$ cat config.mk
export PLATFORM = sky130hd
export DESIGN_NAME = slmp_frame_header_parser_top
export DESIGN_NICKNAME = d
export VERILOG_FILES = /design/src/design/slmp_fhp_pkg.sv /design/src/design/slmp_fhp_front.sv /design/src/design/slmp_fhp_queue.sv /design/src/design/slmp_fhp_back.sv /design/src/design/slmp_frame_header_parser_top.sv
export VERILOG_INCLUDE_DIRS = /design/src /design/src/design
export SDC_FILE = /design/constraint.sdc
export NUM_CORES = 1
export LEC_CHECK = 0
export BUFFER_PORTS_ARGS = -buffer_cell sky130_fd_sc_hd__clkbuf_2
export CORE_ASPECT_RATIO = 1.2
export CORE_MARGIN = 10
export CORE_UTILIZATION = 30
export CTS_CLUSTER_DIAMETER = 40
export DETAILED_ROUTE_END_ITERATION = 10
export PLACE_DENSITY = 0.46
export SLEW_MARGIN = 20
export SYNTH_ARGS = -nofsm -noshare
export SYNTH_HDL_FRONTEND = slang
export SYNTH_HIERARCHICAL = 1
export SYNTH_SLANG_ARGS = --single-unit
export TNS_END_PERCENT = 5
$ cat constraint.sdc
create_clock -name clk_i -period 9.9 [get_ports clk_i]
set_input_delay 1.98 -clock clk_i [delete_from_list [all_inputs] [get_ports clk_i]]
set_output_delay 1.98 -clock clk_i [all_outputs]
set_load 0.1 [all_outputs]
$ cat src/design/slmp_frame_header_parser_top_macros.svh
// assertion macros shared by the frame header parser modules
// no dependencies; compiled out when SYNTH is defined
`ifndef SLMP_FRAME_HEADER_PARSER_TOP_MACROS_SVH
`define SLMP_FRAME_HEADER_PARSER_TOP_MACROS_SVH
`ifndef SYNTH
// property must hold at every rising clock edge outside reset
`define SLMP_ASSERT(lbl, clk, rstn, prop) \
  lbl: assert property (@(posedge clk) disable iff (!rstn) (prop)) \
    else $error("slmp frame header parser assertion failed");
// condition must never be seen outside reset
`define SLMP_ASSERT_NEVER(lbl, clk, rstn, cond) \
  lbl: assert property (@(posedge clk) disable iff (!rstn) !(cond)) \
    else $error("slmp frame header parser assertion failed");
`else
`define SLMP_ASSERT(lbl, clk, rstn, prop)
`define SLMP_ASSERT_NEVER(lbl, clk, rstn, cond)
`endif
`endif

$ cat src/design/slmp_fhp_pkg.sv
// types, constants and helper functions of the frame header parser
// no dependencies
`default_nettype none

package slmp_fhp_pkg;

  // subheader words, big endian on the wire
  localparam logic [15:0] SUB_3E_REQ = 16'h5000;
  localparam logic [15:0] SUB_3E_RES = 16'hD000;
  localparam logic [15:0] SUB_4E_REQ = 16'h5400;
  localparam logic [15:0] SUB_4E_RES = 16'hD400;

  // frame format bits: bit0 response, bit1 4e frame
  localparam logic [1:0] FMT_3E_REQ = 2'd0;
  localparam logic [1:0] FMT_3E_RES = 2'd1;
  localparam logic [1:0] FMT_4E_REQ = 2'd2;
  localparam logic [1:0] FMT_4E_RES = 2'd3;

  localparam logic [15:0] MAX_LEN_RESET = 16'd8192;

  // header bytes through the data length field, and the serial offset
  localparam logic [16:0] HDR_3E    = 17'd9;
  localparam logic [16:0] HDR_4E    = 17'd11;
  localparam logic [15:0] BASE_3E   = 16'd2;
  localparam logic [15:0] BASE_4E   = 16'd4;
  localparam logic [15:0] FLOOR_REQ = 16'd6;
  localparam logic [15:0] FLOOR_RES = 16'd2;

  localparam int QUEUE_DEPTH = 2;

  localparam int NUM_PAIRS = 23;
  localparam logic [31:0] KNOWN_PAIRS [NUM_PAIRS] = '{
    32'h04010000, 32'h04010001, 32'h04010002, 32'h04010003,
    32'h14010000, 32'h14010001, 32'h14010002, 32'h14010003,
    32'h04030000, 32'h04030002,
    32'h14020000, 32'h14020001, 32'h14020002, 32'h14020003,
    32'h10010000, 32'h10020000, 32'h10030000, 32'h10050000, 32'h10060000,
    32'h01010000, 32'h16300000, 32'h16310000, 32'h06190000
  };

  typedef enum logic [2:0] {
    ST_OK      = 3'd0,
    ST_BAD_SUB = 3'd1,
    ST_TRUNC   = 3'd2,
    ST_RANGE   = 3'd3,
    ST_SIZE    = 3'd4
  } status_e;

  // captured header fields of one frame
  typedef struct packed {
    logic [1:0]  fmt;
    logic [15:0] serial;
    logic [7:0]  net;
    logic [7:0]  pc;
    logic [15:0] io;
    logic [7:0]  stn;
    logic [15:0] len;
    logic [15:0] tmr;
    logic [15:0] cmd;
    logic [15:0] scmd;
  } frm_t;

  // classified frame handed from front to back
  typedef struct packed {
    status_e status;
    frm_t    frm;
  } rec_t;

  function automatic logic sub_known(input logic [15:0] w);
    return (w == SUB_3E_REQ) || (w == SUB_3E_RES) ||
           (w == SUB_4E_REQ) || (w == SUB_4E_RES);
  endfunction

  // format bits of a subheader, zero when unknown
  function automatic logic [1:0] sub_format(input logic [15:0] w);
    logic [1:0] f;
    f = FMT_3E_REQ;
    if (w == SUB_3E_RES) f = FMT_3E_RES;
    if (w == SUB_4E_REQ) f = FMT_4E_REQ;
    if (w == SUB_4E_RES) f = FMT_4E_RES;
    return f;
  endfunction

  function automatic logic pair_known(input logic [15:0] cmd, input logic [15:0] scmd);
    logic hit;
    hit = 1'b0;
    for (int i = 0; i < NUM_PAIRS; i++) begin
      if (KNOWN_PAIRS[i] == {cmd, scmd}) hit = 1'b1;
    end
    return hit;
  endfunction

endpackage

`default_nettype wire

$ cat src/design/slmp_fhp_front.sv
// front end: byte capture, frame classification, max length register
// uses slmp_fhp_pkg and the assertion macro header
`default_nettype none
`include "slmp_frame_header_parser_top_macros.svh"

module slmp_fhp_front (
  input  wire logic               clk_i,
  input  wire logic               rst_ni,
  input  wire logic               in_valid_i,
  input  wire logic [7:0]         in_byte_i,
  input  wire logic               in_last_i,
  input  wire logic               full_i,
  input  wire logic               cfg_we_i,
  input  wire logic [15:0]        cfg_wdata_i,
  output logic                    push_o,
  output slmp_fhp_pkg::rec_t      rec_o
);
  import slmp_fhp_pkg::*;

  logic        acc;
  logic [15:0] max_len_q;
  logic [15:0] pos_q, pos_d;
  logic [15:0] sub_q, sub_d;
  frm_t        frm_q, cap;
  logic [15:0] base, rel;
  logic [16:0] count, hdr, total;
  logic [15:0] floor_len;
  status_e     status;

  assign acc = in_valid_i && !full_i;

  // capture the current byte into the header fields
  always_comb begin
    cap   = frm_q;
    sub_d = sub_q;
    base  = frm_q.fmt[1] ? BASE_4E : BASE_3E;
    rel   = pos_q - base;
    if (pos_q == 16'd0) begin
      sub_d = {in_byte_i, 8'h00};
    end else if (pos_q == 16'd1) begin
      sub_d   = {sub_q[15:8], in_byte_i};
      cap.fmt = sub_format(sub_d);
    end else if (sub_known(sub_q)) begin
      if (pos_q < base) begin
        if (pos_q == 16'd2) cap.serial[7:0] = in_byte_i;
        else cap.serial[15:8] = in_byte_i;
      end else begin
        unique case (rel)
          16'd0:  cap.net      = in_byte_i;
          16'd1:  cap.pc       = in_byte_i;
          16'd2:  cap.io[7:0]  = in_byte_i;
          16'd3:  cap.io[15:8] = in_byte_i;
          16'd4:  cap.stn      = in_byte_i;
          16'd5:  cap.len[7:0]  = in_byte_i;
          16'd6:  cap.len[15:8] = in_byte_i;
          16'd7:  cap.tmr[7:0]  = in_byte_i;
          16'd8:  cap.tmr[15:8] = in_byte_i;
          16'd9:  if (!frm_q.fmt[0]) cap.cmd[7:0]   = in_byte_i;
          16'd10: if (!frm_q.fmt[0]) cap.cmd[15:8]  = in_byte_i;
          16'd11: if (!frm_q.fmt[0]) cap.scmd[7:0]  = in_byte_i;
          16'd12: if (!frm_q.fmt[0]) cap.scmd[15:8] = in_byte_i;
          default: ;
        endcase
      end
    end
  end

  // classify the frame as it stands after this byte
  always_comb begin
    count     = {1'b0, pos_q} + 17'd1;
    hdr       = cap.fmt[1] ? HDR_4E : HDR_3E;
    total     = hdr + {1'b0, cap.len};
    floor_len = cap.fmt[0] ? FLOOR_RES : FLOOR_REQ;
    if (count < 17'd2) status = ST_TRUNC;
    else if (!sub_known(sub_d)) status = ST_BAD_SUB;
    else if (count < hdr) status = ST_TRUNC;
    else if ((cap.len < floor_len) || (cap.len > max_len_q)) status = ST_RANGE;
    else if (count != total) status = ST_SIZE;
    else status = ST_OK;
  end

  // saturating byte position
  assign pos_d = (pos_q == 16'hFFFF) ? pos_q : pos_q + 16'd1;

  assign push_o       = acc && in_last_i;
  assign rec_o.status = status;
  assign rec_o.frm    = cap;

  // frame state and configuration register
  always_ff @(posedge clk_i or negedge rst_ni) begin
    if (!rst_ni) begin
      max_len_q <= MAX_LEN_RESET;
      pos_q     <= '0;
      sub_q     <= '0;
      frm_q     <= '0;
    end else begin
      if (cfg_we_i) max_len_q <= cfg_wdata_i;
      if (acc) begin
        if (in_last_i) begin
          pos_q <= '0;
          sub_q <= '0;
          frm_q <= '0;
        end else begin
          pos_q <= pos_d;
          sub_q <= sub_d;
          frm_q <= cap;
        end
      end
    end
  end

  `SLMP_ASSERT(a_frame_restart, clk_i, rst_ni, push_o |=> ((pos_q == '0) && (frm_q == '0)))

endmodule

`default_nettype wire

$ cat src/design/slmp_fhp_queue.sv
// small fifo of classified frames between front and back end
// uses slmp_fhp_pkg and the assertion macro header
`default_nettype none
`include "slmp_frame_header_parser_top_macros.svh"

module slmp_fhp_queue #(
  parameter int Depth = slmp_fhp_pkg::QUEUE_DEPTH
) (
  input  wire logic               clk_i,
  input  wire logic               rst_ni,
  input  wire logic               push_i,
  input  slmp_fhp_pkg::rec_t      push_rec_i,
  input  wire logic               pop_i,
  output logic                    full_o,
  output logic                    empty_o,
  output slmp_fhp_pkg::rec_t      pop_rec_o
);
  import slmp_fhp_pkg::*;

  localparam int PtrW = $clog2(Depth);
  localparam int CntW = $clog2(Depth + 1);

  rec_t            slots_q [Depth];
  logic [PtrW-1:0] wptr_q, rptr_q;
  logic [CntW-1:0] cnt_q;

  assign full_o    = (cnt_q == CntW'(Depth));
  assign empty_o   = (cnt_q == '0);
  assign pop_rec_o = slots_q[rptr_q];

  // storage
  always_ff @(posedge clk_i) begin
    if (push_i) slots_q[wptr_q] <= push_rec_i;
  end

  // pointers and fill count
  always_ff @(posedge clk_i or negedge rst_ni) begin
    if (!rst_ni) begin
      wptr_q <= '0;
      rptr_q <= '0;
      cnt_q  <= '0;
    end else begin
      if (push_i) wptr_q <= (wptr_q == PtrW'(Depth - 1)) ? '0 : wptr_q + PtrW'(1);
      if (pop_i)  rptr_q <= (rptr_q == PtrW'(Depth - 1)) ? '0 : rptr_q + PtrW'(1);
      if (push_i && !pop_i) cnt_q <= cnt_q + CntW'(1);
      else if (pop_i && !push_i) cnt_q <= cnt_q - CntW'(1);
    end
  end

  `SLMP_ASSERT_NEVER(a_no_overflow, clk_i, rst_ni, push_i && full_o && !pop_i)
  `SLMP_ASSERT_NEVER(a_no_underflow, clk_i, rst_ni, pop_i && empty_o)

endmodule

`default_nettype wire

$ cat src/design/slmp_fhp_back.sv
// back end: command table lookup, field masking, output register
// uses slmp_fhp_pkg and the assertion macro header
`default_nettype none
`include "slmp_frame_header_parser_top_macros.svh"

module slmp_fhp_back (
  input  wire logic               clk_i,
  input  wire logic               rst_ni,
  input  wire logic               empty_i,
  input  slmp_fhp_pkg::rec_t      rec_i,
  output logic                    pop_o,
  output logic                    out_valid_o,
  input  wire logic               out_ready_i,
  output logic [127:0]            out_data_o,
  output logic [4:0]              out_user_o
);
  import slmp_fhp_pkg::*;

  logic         out_valid_q;
  logic [127:0] data_q, data_d;
  logic [4:0]   user_q, user_d;
  logic         ok, req, known;

  assign pop_o = !empty_i && (!out_valid_q || out_ready_i);

  // mask fields by status and frame kind, pack the result word
  always_comb begin
    ok     = (rec_i.status == ST_OK);
    req    = ok && !rec_i.frm.fmt[0];
    known  = req && pair_known(rec_i.frm.cmd, rec_i.frm.scmd);
    user_d = {ok ? rec_i.frm.fmt : 2'b00, rec_i.status};
    data_d = '0;
    if (ok) begin
      data_d[15:0]   = rec_i.frm.serial;
      data_d[23:16]  = rec_i.frm.net;
      data_d[31:24]  = rec_i.frm.pc;
      data_d[47:32]  = rec_i.frm.io;
      data_d[55:48]  = rec_i.frm.stn;
      data_d[71:56]  = rec_i.frm.len;
      data_d[87:72]  = rec_i.frm.tmr;
    end
    if (req) begin
      data_d[103:88]  = rec_i.frm.cmd;
      data_d[119:104] = rec_i.frm.scmd;
    end
    data_d[120] = known;
  end

  // output register
  always_ff @(posedge clk_i or negedge rst_ni) begin
    if (!rst_ni) begin
      out_valid_q <= 1'b0;
    end else if (!out_valid_q || out_ready_i) begin
      out_valid_q <= !empty_i;
    end
  end

  always_ff @(posedge clk_i) begin
    if (pop_o) begin
      data_q <= data_d;
      user_q <= user_d;
    end
  end

  assign out_valid_o = out_valid_q;
  assign out_data_o  = data_q;
  assign out_user_o  = user_q;

  `SLMP_ASSERT(a_fail_zeroed, clk_i, rst_ni, (out_valid_q && (user_q[2:0] != ST_OK)) |-> ((data_q == '0) && (user_q[4:3] == 2'b00)))

endmodule

`default_nettype wire

$ cat src/design/slmp_frame_header_parser_top.sv
// byte-serial 3e/4e binary frame header parser, one byte accepted per cycle
// while the queue is not full; a frame's record is queued on its last byte,
// then moves to the back end's output register; up to one status per cycle;
// front and back are decoupled by the QueueDepth-entry queue and that register
// reset: frame state cleared, max data length 8192, queue and output empty
`default_nettype none

module slmp_frame_header_parser_top #(
  parameter int QueueDepth = slmp_fhp_pkg::QUEUE_DEPTH
) (
  input  wire logic         clk_i,
  input  wire logic         rst_ni,
  // input stream
  input  wire logic         s_axis_tvalid,
  output logic              s_axis_tready,
  input  wire logic [7:0]   s_axis_tdata,  // [7:0] data_byte
  input  wire logic         s_axis_tlast,  // last_byte
  // result stream
  output logic              m_axis_tvalid,
  input  wire logic         m_axis_tready,
  // [15:0] frame_serial, [23:16] network_number, [31:24] pc_number,
  // [47:32] module_io_number, [55:48] station_number, [71:56] data_length,
  // [87:72] timer_or_end_code, [103:88] command_code, [119:104] subcommand_code,
  // [120] command_known, [127:121] zero
  output logic [127:0]      m_axis_tdata,
  output logic [4:0]        m_axis_tuser,  // [2:0] status, [4:3] frame_format
  // max data length register
  input  wire logic         cfg_we_i,
  input  wire logic [15:0]  cfg_wdata_i
);
  import slmp_fhp_pkg::*;

  logic push, pop, full, empty;
  rec_t push_rec, pop_rec;

  assign s_axis_tready = !full;

  slmp_fhp_front u_front (
    .clk_i       (clk_i),
    .rst_ni      (rst_ni),
    .in_valid_i  (s_axis_tvalid),
    .in_byte_i   (s_axis_tdata),
    .in_last_i   (s_axis_tlast),
    .full_i      (full),
    .cfg_we_i    (cfg_we_i),
    .cfg_wdata_i (cfg_wdata_i),
    .push_o      (push),
    .rec_o       (push_rec)
  );

  slmp_fhp_queue #(
    .Depth (QueueDepth)
  ) u_queue (
    .clk_i      (clk_i),
    .rst_ni     (rst_ni),
    .push_i     (push),
    .push_rec_i (push_rec),
    .pop_i      (pop),
    .full_o     (full),
    .empty_o    (empty),
    .pop_rec_o  (pop_rec)
  );

  slmp_fhp_back u_back (
    .clk_i       (clk_i),
    .rst_ni      (rst_ni),
    .empty_i     (empty),
    .rec_i       (pop_rec),
    .pop_o       (pop),
    .out_valid_o (m_axis_tvalid),
    .out_ready_i (m_axis_tready),
    .out_data_o  (m_axis_tdata),
    .out_user_o  (m_axis_tuser)
  );

endmodule

`default_nettype wire

## Word-level counts from Yosys, hierarchy flattened

Memories as Yosys holds them, arrays and structs flattened.
Cells that the tools add are included.
Widths: inputs -> output; s select.

- Add/subtract/negate cells: 8
- Multiply operators: 0
- Div/mod/pow operators: 0
- Magnitude comparators: 5
- Equality and inequality tests: 52
- Shifts and indexed selects: 0
- Multiplexer cells: 71
- Bitwise operators: 0
- Reductions and logical operators: 27

Operators with widths:

| cell | number |
|---|---|
| $eq 29x32->1 const A | 15 |
| $mux 122 | 2 |
| $mux 120 | 2 |
| $eq 27x32->1 const A | 7 |
| $mux 8 | 20 |
| $eq 16x16->1 const B | 7 |
| $mux 104 | 1 |
| $eq 16x15->1 const B | 5 |
| $eq 16x4->1 const B | 5 |
| $mux 16 | 5 |
| $eq 16x3->1 const B | 4 |
| $eq 16x2->1 const B | 3 |
| $eq 16x1->1 const B | 2 |
| $eq 25x32->1 const A | 1 |
| $logic_not 16->1 | 2 |
| $lt 16x16->1 | 2 |
| $mux 1 | 28 |
| $mux 3 | 7 |
| $add 16x1->17 const B | 1 |
| $add 17x16->17 | 1 |
| $lt 17x17->1 | 1 |
| $lt 17x2->1 const B | 1 |
| $ne 17x17->1 | 1 |
| $add 16x1->16 const B | 1 |
| 15 further kinds | 39 |

- Register bits: 301
- Bits in latches: 0
- Memory bits (writable): 250
- ROM bits: 0
- Bits of input ports: 30
- Output and inout port bits: 135
- Logic and storage cells: 186
- Memories kept: 1

Memory list:

| memory | words | bits a word | rd ports | clocked after Yosys merged registers in | wr ports | RTL line | text |
|---|---|---|---|---|---|---|---|
| u_queue.slots_q | 2 | 125 | 1 | 0 | 1 | slmp_fhp_queue.sv:23 | `rec_t slots_q [Depth];` |

## Logic depth before layout (Yosys ltp)

Gate-level depths: netlist of the first run.
An unclocked memory read counts as a cell.

- Depth after elaboration: 26
- Mapped depth: 24
- Gate-level depth less buffers: 23

## Modules after synthesis

The synthesis of the first run kept the hierarchy.

By module, submodules not included:

| module | times used | cells an instance | area an instance (µm²) | sequential area each (µm²) |
|---|---|---|---|---|
| slmp_fhp_front | 1 | 1,088 | 10,390.0 | 4,255.3 |
| slmp_fhp_queue | 1 | 405 | 9,359.0 | 7,607.3 |
| slmp_fhp_back | 1 | 303 | 4,897.2 | 3,808.7 |
| slmp_frame_header_parser_top | 1 | 1 | 3.8 | 0.0 |

## Least setup slack after synthesis of the first run

No wires, ideal clock.

- Path kind: in2reg
- Start point: in m_axis_tready
- End point: reg u_queue.cnt_q[1]
- Library setup time: 0.079 ns
- Data arrival time: 9.233 ns
- Data required time: 9.821 ns
- Setup slack: 0.588 ns
- Stages: 7
- Buffers on the path: 0
- Path through: inv_1 -> a21oi_1 -> inv_1 -> ha_1 -> xor2_1 -> nor2_1 -> xor2_1

- Cells in the longest elaborated chain, start to end: 5
- Elaborated cells between the ends (all ways): 7
- Classes of those cells: mux (1); reduce/logical (6)

RTL lines:

| element | RTL line | text |
|---|---|---|
| from (decl) | slmp_frame_header_parser_top.sv:20 | `input wire logic m_axis_tready,` |
| $logic_or 1x1->1 * | slmp_fhp_back.sv:24 | `assign pop_o = !empty_i && (!out_valid_q \|\| out_ready_i);` |
| $logic_and 1x1->1 * | slmp_fhp_back.sv:24 |  |
| named net pop | slmp_frame_header_parser_top.sv:33 | `logic push, pop, full, empty;` |
| $logic_not 1->1 | slmp_fhp_queue.sv:45 | `if (push_i && !pop_i) cnt_q <= cnt_q + CntW'(1);` |
| $logic_and 1x1->1 | slmp_fhp_queue.sv:45 |  |
| $mux 2 / $reduce_bool 2->1 (equally long branches) | -- |  |
| to (signal assigned) | slmp_fhp_queue.sv:45 |  |
| to (signal assigned) | slmp_fhp_queue.sv:46 | `else if (pop_i && !push_i) cnt_q <= cnt_q - CntW'(1);` |
| to (decl) | slmp_fhp_queue.sv:25 | `logic [CntW-1:0] cnt_q;` |

Mark *: on every way through the listed nets, which the timed path passes. The rest lies on a longest branch.
A chain may end at the register's enable or synchronous reset.

==> results.toml, run 1 <==
[flow_run]
cap_violations = 0

[sta]
finalSetupTns_ns = 0
drv_slew = 0
finalClockSkew_ns = 0.01986
finalSetupViolations = 0
max_freq_mhz = 160.5
max_slew_margin_pct = 26.83
finalHoldViolCount = 0
rsz0062_at_grt = "no"
setup_ws_ns = 3.668
worstMarginPinSlew_ns = 1.090
fin_crit_sh_pct = 62.95
fin_crit_ns = 6.232

[critical_path]
critPathKind = "reg -> reg"
endpoint_kind = "flip-flop"
cp_max_fo = 15
start_kind = "flip-flop"
r2r_cells = 23
r2r_setup_slack_ns = 3.67
crit_arrival_ns = 6.69
crit_required_ns = 10.36

[routing]
routed_wl_um = 64410
vias = 15160
drtAntennaViolNets = 0
dr.pass1.iters = 4
wire_per_inst_um = 20.83
drc = 0
drt-initial-drc-count = 1045
via_per_inst = 4.903

[power_and_ir_drop]
powerDensity_nw_per_um2 = 332.8
p_clk_share_pct = 33.2
ir_drop_mv = 0.1690
internal_power_mw = 6.052
p_seq_share_pct = 34.0
switching_power_mw = 3.846
swShare_pct = 38.86
p_leak_nw = 11.83
power_frac_comb_pct = 32.8

[layout]
drive_gt1_share_pct = 29.33
seq_area_sq_um = 15680
syn_to_final_growth_pct = 20.67
final_cell_mix = "edfxtp_1 (376), mux2_2 (192), dfrtp_1 (173), clkbuf_2 (156), nand2_1 (132)"
final_common_cell = "edfxtp_1"
multiInputGateArea_sq_um = 8342
nets = 2020
diodes = 0
n_fill_cell = 7818
fin_area_sq_um = 29740

[clocking]
cts.path.max_buffers = 3
path_clk_slew_ns = 0.05
hold_buffers = 0
cts_tree = "built"
cts-root-buf = "clkbuf_16"
cts.sinks = 551
cts_max_level = 3
post-cts-setup-buffers = 0
cts_buffers = 91
clock_latency_ns = 0.63
ctsResizeCount = 0

[logic_synthesis]
syn_area_sq_um = 24650
synth_cell_types = 77
syn_area_per_cell_sq_um = 13.72
syn_inst = 1797
synth_edf_count = 376
synthArstFlopShare_pct = 31.76
yosysSeqAreaShare_pct = 63.58
yosys_warnings = 6
yosys_register_bits = 551
synthFlopType = "edfxtp_1"

[die]
fp.dieH_um = 334.0
io_pins = 165
initial_core_util_pct = 30.16
rows = 115
die_w_um = 281.7
coreArea_sq_um = 81730
dieArea_sq_um = 94080

[status]
outcome = "finished clean"

[min_path]
hold_class = "reg -> reg"
min_path_cells = 2

[grt]
grt_pass1_wl_um = 98550
grt_pass1_vias = 15770
grt_usage_pct = 13.49
grt_max_degree = 100
antenna_found_initial = 1
grt_overflow = 0

[placed_design]
post-place-ws_ns = 3.775
gp_congestion = 0.8210
place_area_sq_um = 26510
hpwlAfterDp_um = 40660
port-buffer-count = 157
per-stage QoR:
stage	power (mW)	cells	util (%)	hold slack (ns)
2_1_floorplan	6.051	1803	-	0.4555
5_1_grt	10.35	3092	36.39	0.5101
6_report	9.899	3092	36.39	0.5002
3_3_place_gp	6.682	2921	32.43	0.4749
4_1_cts	10.05	3091	36.36	0.5002
3_5_place_dp	6.712	2921	32.43	0.4849
worst paths after layout:
path / startpoint / end
setup reg to reg: u_front/pos_q[1] / u_queue/slots_q[0][124]
max in group asynchronous: rst_ni / u_queue/rptr_q
setup / recovery: u_front/pos_q[1] / u_queue/slots_q[0][124]
min in group asynchronous: rst_ni / u_front/pos_q[14]
hold / removal: u_front/frm_q[80] / u_front/frm_q[80]
hold reg to reg: u_front/frm_q[80] / u_front/frm_q[80]
per-layer routing:
layer	GRT usage (%)	share of wire, %	vias to the layer above
li1	-	-	6994
met3	2.696	4.8	110
met4	4.521	2.3	0
met5	0	0	-
met2	22.61	49	360
met1	17.12	43	7697
flip-flops by register name (all words and copies together), names as in the netlist:
register	cells
u_queue/rptr_q	1
u_front/frm_q	122
u_front/max_len_q	16
u_queue/wptr_q	1
u_queue/cnt_q	2
u_back/out_valid_o	1
u_front/pos_q	16
u_front/sub_q	16
u_back/out_user_o	5
u_queue/slots_q	250
u_back/out_data_o	121
synth_stat cells, types with 6 or more instances:
cell	number	area (sq um)
a22oi_1	57	427.9
dfrtp_1	174	4354
or4_1	6	45.04
nor2_1	46	172.7
a21o_1	8	60.06
inv_1	45	168.9
buf_4	7	52.55
o21ai_0	115	575.6
nor4_1	16	100.1
a31oi_1	8	50.05
mux2_2	192	2162
nand2_1	132	495.5
a21oi_1	17	85.08
and3_1	6	37.54
buf_6	7	78.83
mux2_4	40	600.6
and2_1	129	807.0
mux2i_1	21	210.2
nor2b_1	12	75.07
xnor2_1	34	297.8
clkbuf_1	88	330.3
nand3_1	26	130.1
buf_2	12	60.06
edfxtp_1	376	11290
nor3_1	17	85.08
ha_1	26	325.3
nand4_1	12	75.07
a22o_1	67	586.8
xor2_1	15	131.4
final cells by class:
cell class	count	share of cell area (%)
well taps	1053	4.429
clock buffers	118	8.657
multi-input cells	1089	28.04
flip-flops and latches	551	52.70
inverters	45	0.5679
clock inverters	52	2.141
repair buffers	184	3.462
worst max-delay path, cell delays in order, from the launching register on:
cell       delay, ns
dfrtp_1         0.44
inv_1           0.14
ha_1            0.17
inv_1           0.05
fa_1            0.45
or2_1           0.25
a2111oi_2       0.33
a211oi_1        0.22
or4_1           0.56
nor2_4          0.47
mux2i_1         0.50
inv_1           0.15
ha_1            0.21
a21o_1          0.17
a21o_1          0.17
a21o_1          0.17
a21o_1          0.17
a21o_1          0.17
a211oi_1        0.30
a221o_1         0.21
a31oi_1         0.07
a31oi_1         0.32
nand3_1         0.13
a31oi_1         0.23
logic make-up (layout without fill, tap and decap cells):
family | after synthesis | in the layout | share of synthesized area, %
flip-flops | 551 | 551 | 63.58
AND/OR/NAND/NOR | 440 | 440 | 9.593
AO/OA/AOI/OAI | 312 | 312 | 8.665
multiplexers | 253 | 253 | 12.06
buffers and inverters | 163 | 399 | 2.868
XOR/XNOR | 49 | 49 | 1.741
adder cells (fa/ha/maj) | 28 | 28 | 1.482
other | 1 | 7 | 0.01521
power groups by stage:
stage,clock network (mW),registers (mW),logic [mW]
floorplan,0,4.82,1.23
global placement,0,3.40,3.29
CTS,3.37,3.37,3.31
detailed placement,0,3.41,3.30
global route,3.47,3.42,3.46
finish,3.28,3.37,3.25
Note: power is estimated with default switching activity, not from simulation.
==> run 2, diff against run 1 <==
==> constraint.sdc (replaced) <==
create_clock -name clk_i -period 6.2 [get_ports clk_i]
set_input_delay 1.24 -clock clk_i [delete_from_list [all_inputs] [get_ports clk_i]]
set_output_delay 1.24 -clock clk_i [all_outputs]
set_load 0.1 [all_outputs]
==> results.toml, run 2 (synthesis results as in run 1) <==
[routing]
routed_wl_um = 64230
drt-initial-drc-count = 900
drc = 0
dr.pass1.iters = 5
via_per_inst = 4.878
drtAntennaViolNets = 0
wire_per_inst_um = 20.71
vias = 15130

[layout]
fin_area_sq_um = 29750
n_fill_cell = 7947
diodes = 0
final_cell_mix = "edfxtp_1 (376), mux2_2 (192), dfrtp_1 (173), clkbuf_2 (156), nand2_1 (132)"
syn_to_final_growth_pct = 20.68
drive_gt1_share_pct = 30.03
final_common_cell = "edfxtp_1"
top_register = "u_queue/slots_q"
fin_util_pct = 36.40
layout.cells.non_filler = 3101
multiInputGateArea_sq_um = 8352
largest_reg_flops = 250
seq_area_sq_um = 15680
nets = 2029

[critical_path]
critPathKind = "reg -> reg"
crit_required_ns = 6.67
endpoint = "u_queue/slots_q[1][124]"
worstReg2RegStart = "u_front/pos_q[1]"
r2r_cells = 23
cp_max_fo = 12
endpoint_kind = "flip-flop"
cp-startpoint = "u_front/pos_q[1]"
start_kind = "flip-flop"
crit_arrival_ns = 6.36
r2r_end = "u_queue/slots_q[1][124]"
r2r_setup_slack_ns = 0.31

[grt]
grt_pass1_wl_um = 98810
grt_usage_pct = 13.55
grt_max_degree = 96
use_met3_pct = 2.571
use_met1_pct = 16.91
antenna_found_initial = 3
grt_overflow = 0
use_met2_pct = 23.19
grt_pass1_vias = 16010
top_usage_layer = "met2"

[clocking]
cts_buffers = 91
cts_tree = "built"
post-cts-setup-buffers = 0
cts.path.max_buffers = 3
cts-root-buf = "clkbuf_16"
cts.sinks = 551
hold_buffers = 0
cts_max_level = 3
clock_latency_ns = 0.64
path_clk_slew_ns = 0.05

[placed_design]
hpwlAfterDp_um = 40820
post-place-ws_ns = 0.3936
port-buffer-count = 157
gp_congestion = 0.8307
placed_cells = 2931
place_area_sq_um = 26600

[sta]
finalHoldViolCount = 0
hold_ws_ns = 0.4932
max_slew_margin_pct = 35.33
finalSetupViolations = 0
worstMarginPinSlew_ns = 0.9680
fin_crit_ns = 5.887
fin_crit_sh_pct = 94.95
drv_slew = 0
setup_ws_ns = 0.3131
finalClockSkew_ns = 0.03476
rsz0062_at_grt = "no"
max_freq_mhz = 169.9
finalSetupTns_ns = 0

[die]
die_w_um = 281.7
rows = 115
coreArea_sq_um = 81730
fp.dieH_um = 334.0
initial_core_util_pct = 30.16
io_pins = 165
dieArea_sq_um = 94080

[flow_run]
cap_violations = 0

[power_and_ir_drop]
powerDensity_nw_per_um2 = 526.4
total_power_mw = 15.66
ir_drop_mv = 0.2220
p_leak_nw = 11.83

[status]
outcome = "finished clean"

[min_path]
hold_class = "reg -> reg"
[run 2: metal layers]
layer / up-vias / routed length [um]
met5: - / 14
met3: 103 / 2846
met1: 7631 / 27900
li1: 7019 / -
met2: 373 / 31950
met4: 2 / 1522
[run 2: worst min-delay path by stage]
| stage | startpoint | endpoint | cells past startpoint |
|---|---|---|---|
| 3_5_place_dp | u_queue/cnt_q[1] | u_queue/cnt_q[1] | 1 |
| 6_report | u_queue/cnt_q[1] | u_queue/cnt_q[1] | 1 |
| 2_1_floorplan | u_queue/cnt_q[1] | u_queue/cnt_q[1] | 1 |
| 5_1_grt | u_front/frm_q[44] | u_front/frm_q[44] | 1 |
| 3_3_place_gp | u_queue/cnt_q[1] | u_queue/cnt_q[1] | 1 |
| 4_1_cts | u_queue/cnt_q[1] | u_queue/cnt_q[1] | 1 |
[run 2: critical path: stages, from the launching register on]
cell and delay [ns]:
dfrtp_1 0.44, inv_1 0.14, ha_1 0.17, inv_1 0.05, fa_1 0.44, or2_1 0.26, a2111oi_2 0.34, a211oi_1 0.20
or4_1 0.55, nor2_4 0.22, buf_4 0.26, mux2i_1 0.39, inv_1 0.19, ha_1 0.33, a21o_1 0.16, a21o_1 0.17
a21o_1 0.18, a211oi_1 0.31, a221o_1 0.22, a31oi_1 0.05, a31oi_1 0.20, buf_4 0.17, nand3_1 0.07, a31oi_1 0.21
[run 2: report_power, final]
part	switching [mW]	total, mW	leakage, nW	internal (mW)
clock	1.88	5.12	1.52	3.24
combinational	3.92	5.17	4.40	1.25
sequential	0.366	5.37	5.90	5.00
total	6.17	15.7	11.8	9.49
[run 2: area by class of cell]
class                   instances  share of cell area (%)
flip-flops and latches        551                   52.69
inverters                      45                  0.5678
clock buffers                 105                   8.038
repair buffers                193                   3.676
well taps                    1053                   4.429
multi-input cells            1089                   28.08
clock inverters                65                   2.519
[run 2: timing repair]
item	CTS	global route
resized for setup	0	1
endpoints found under the setup margin	0	2
hold endpoints to repair	0	0
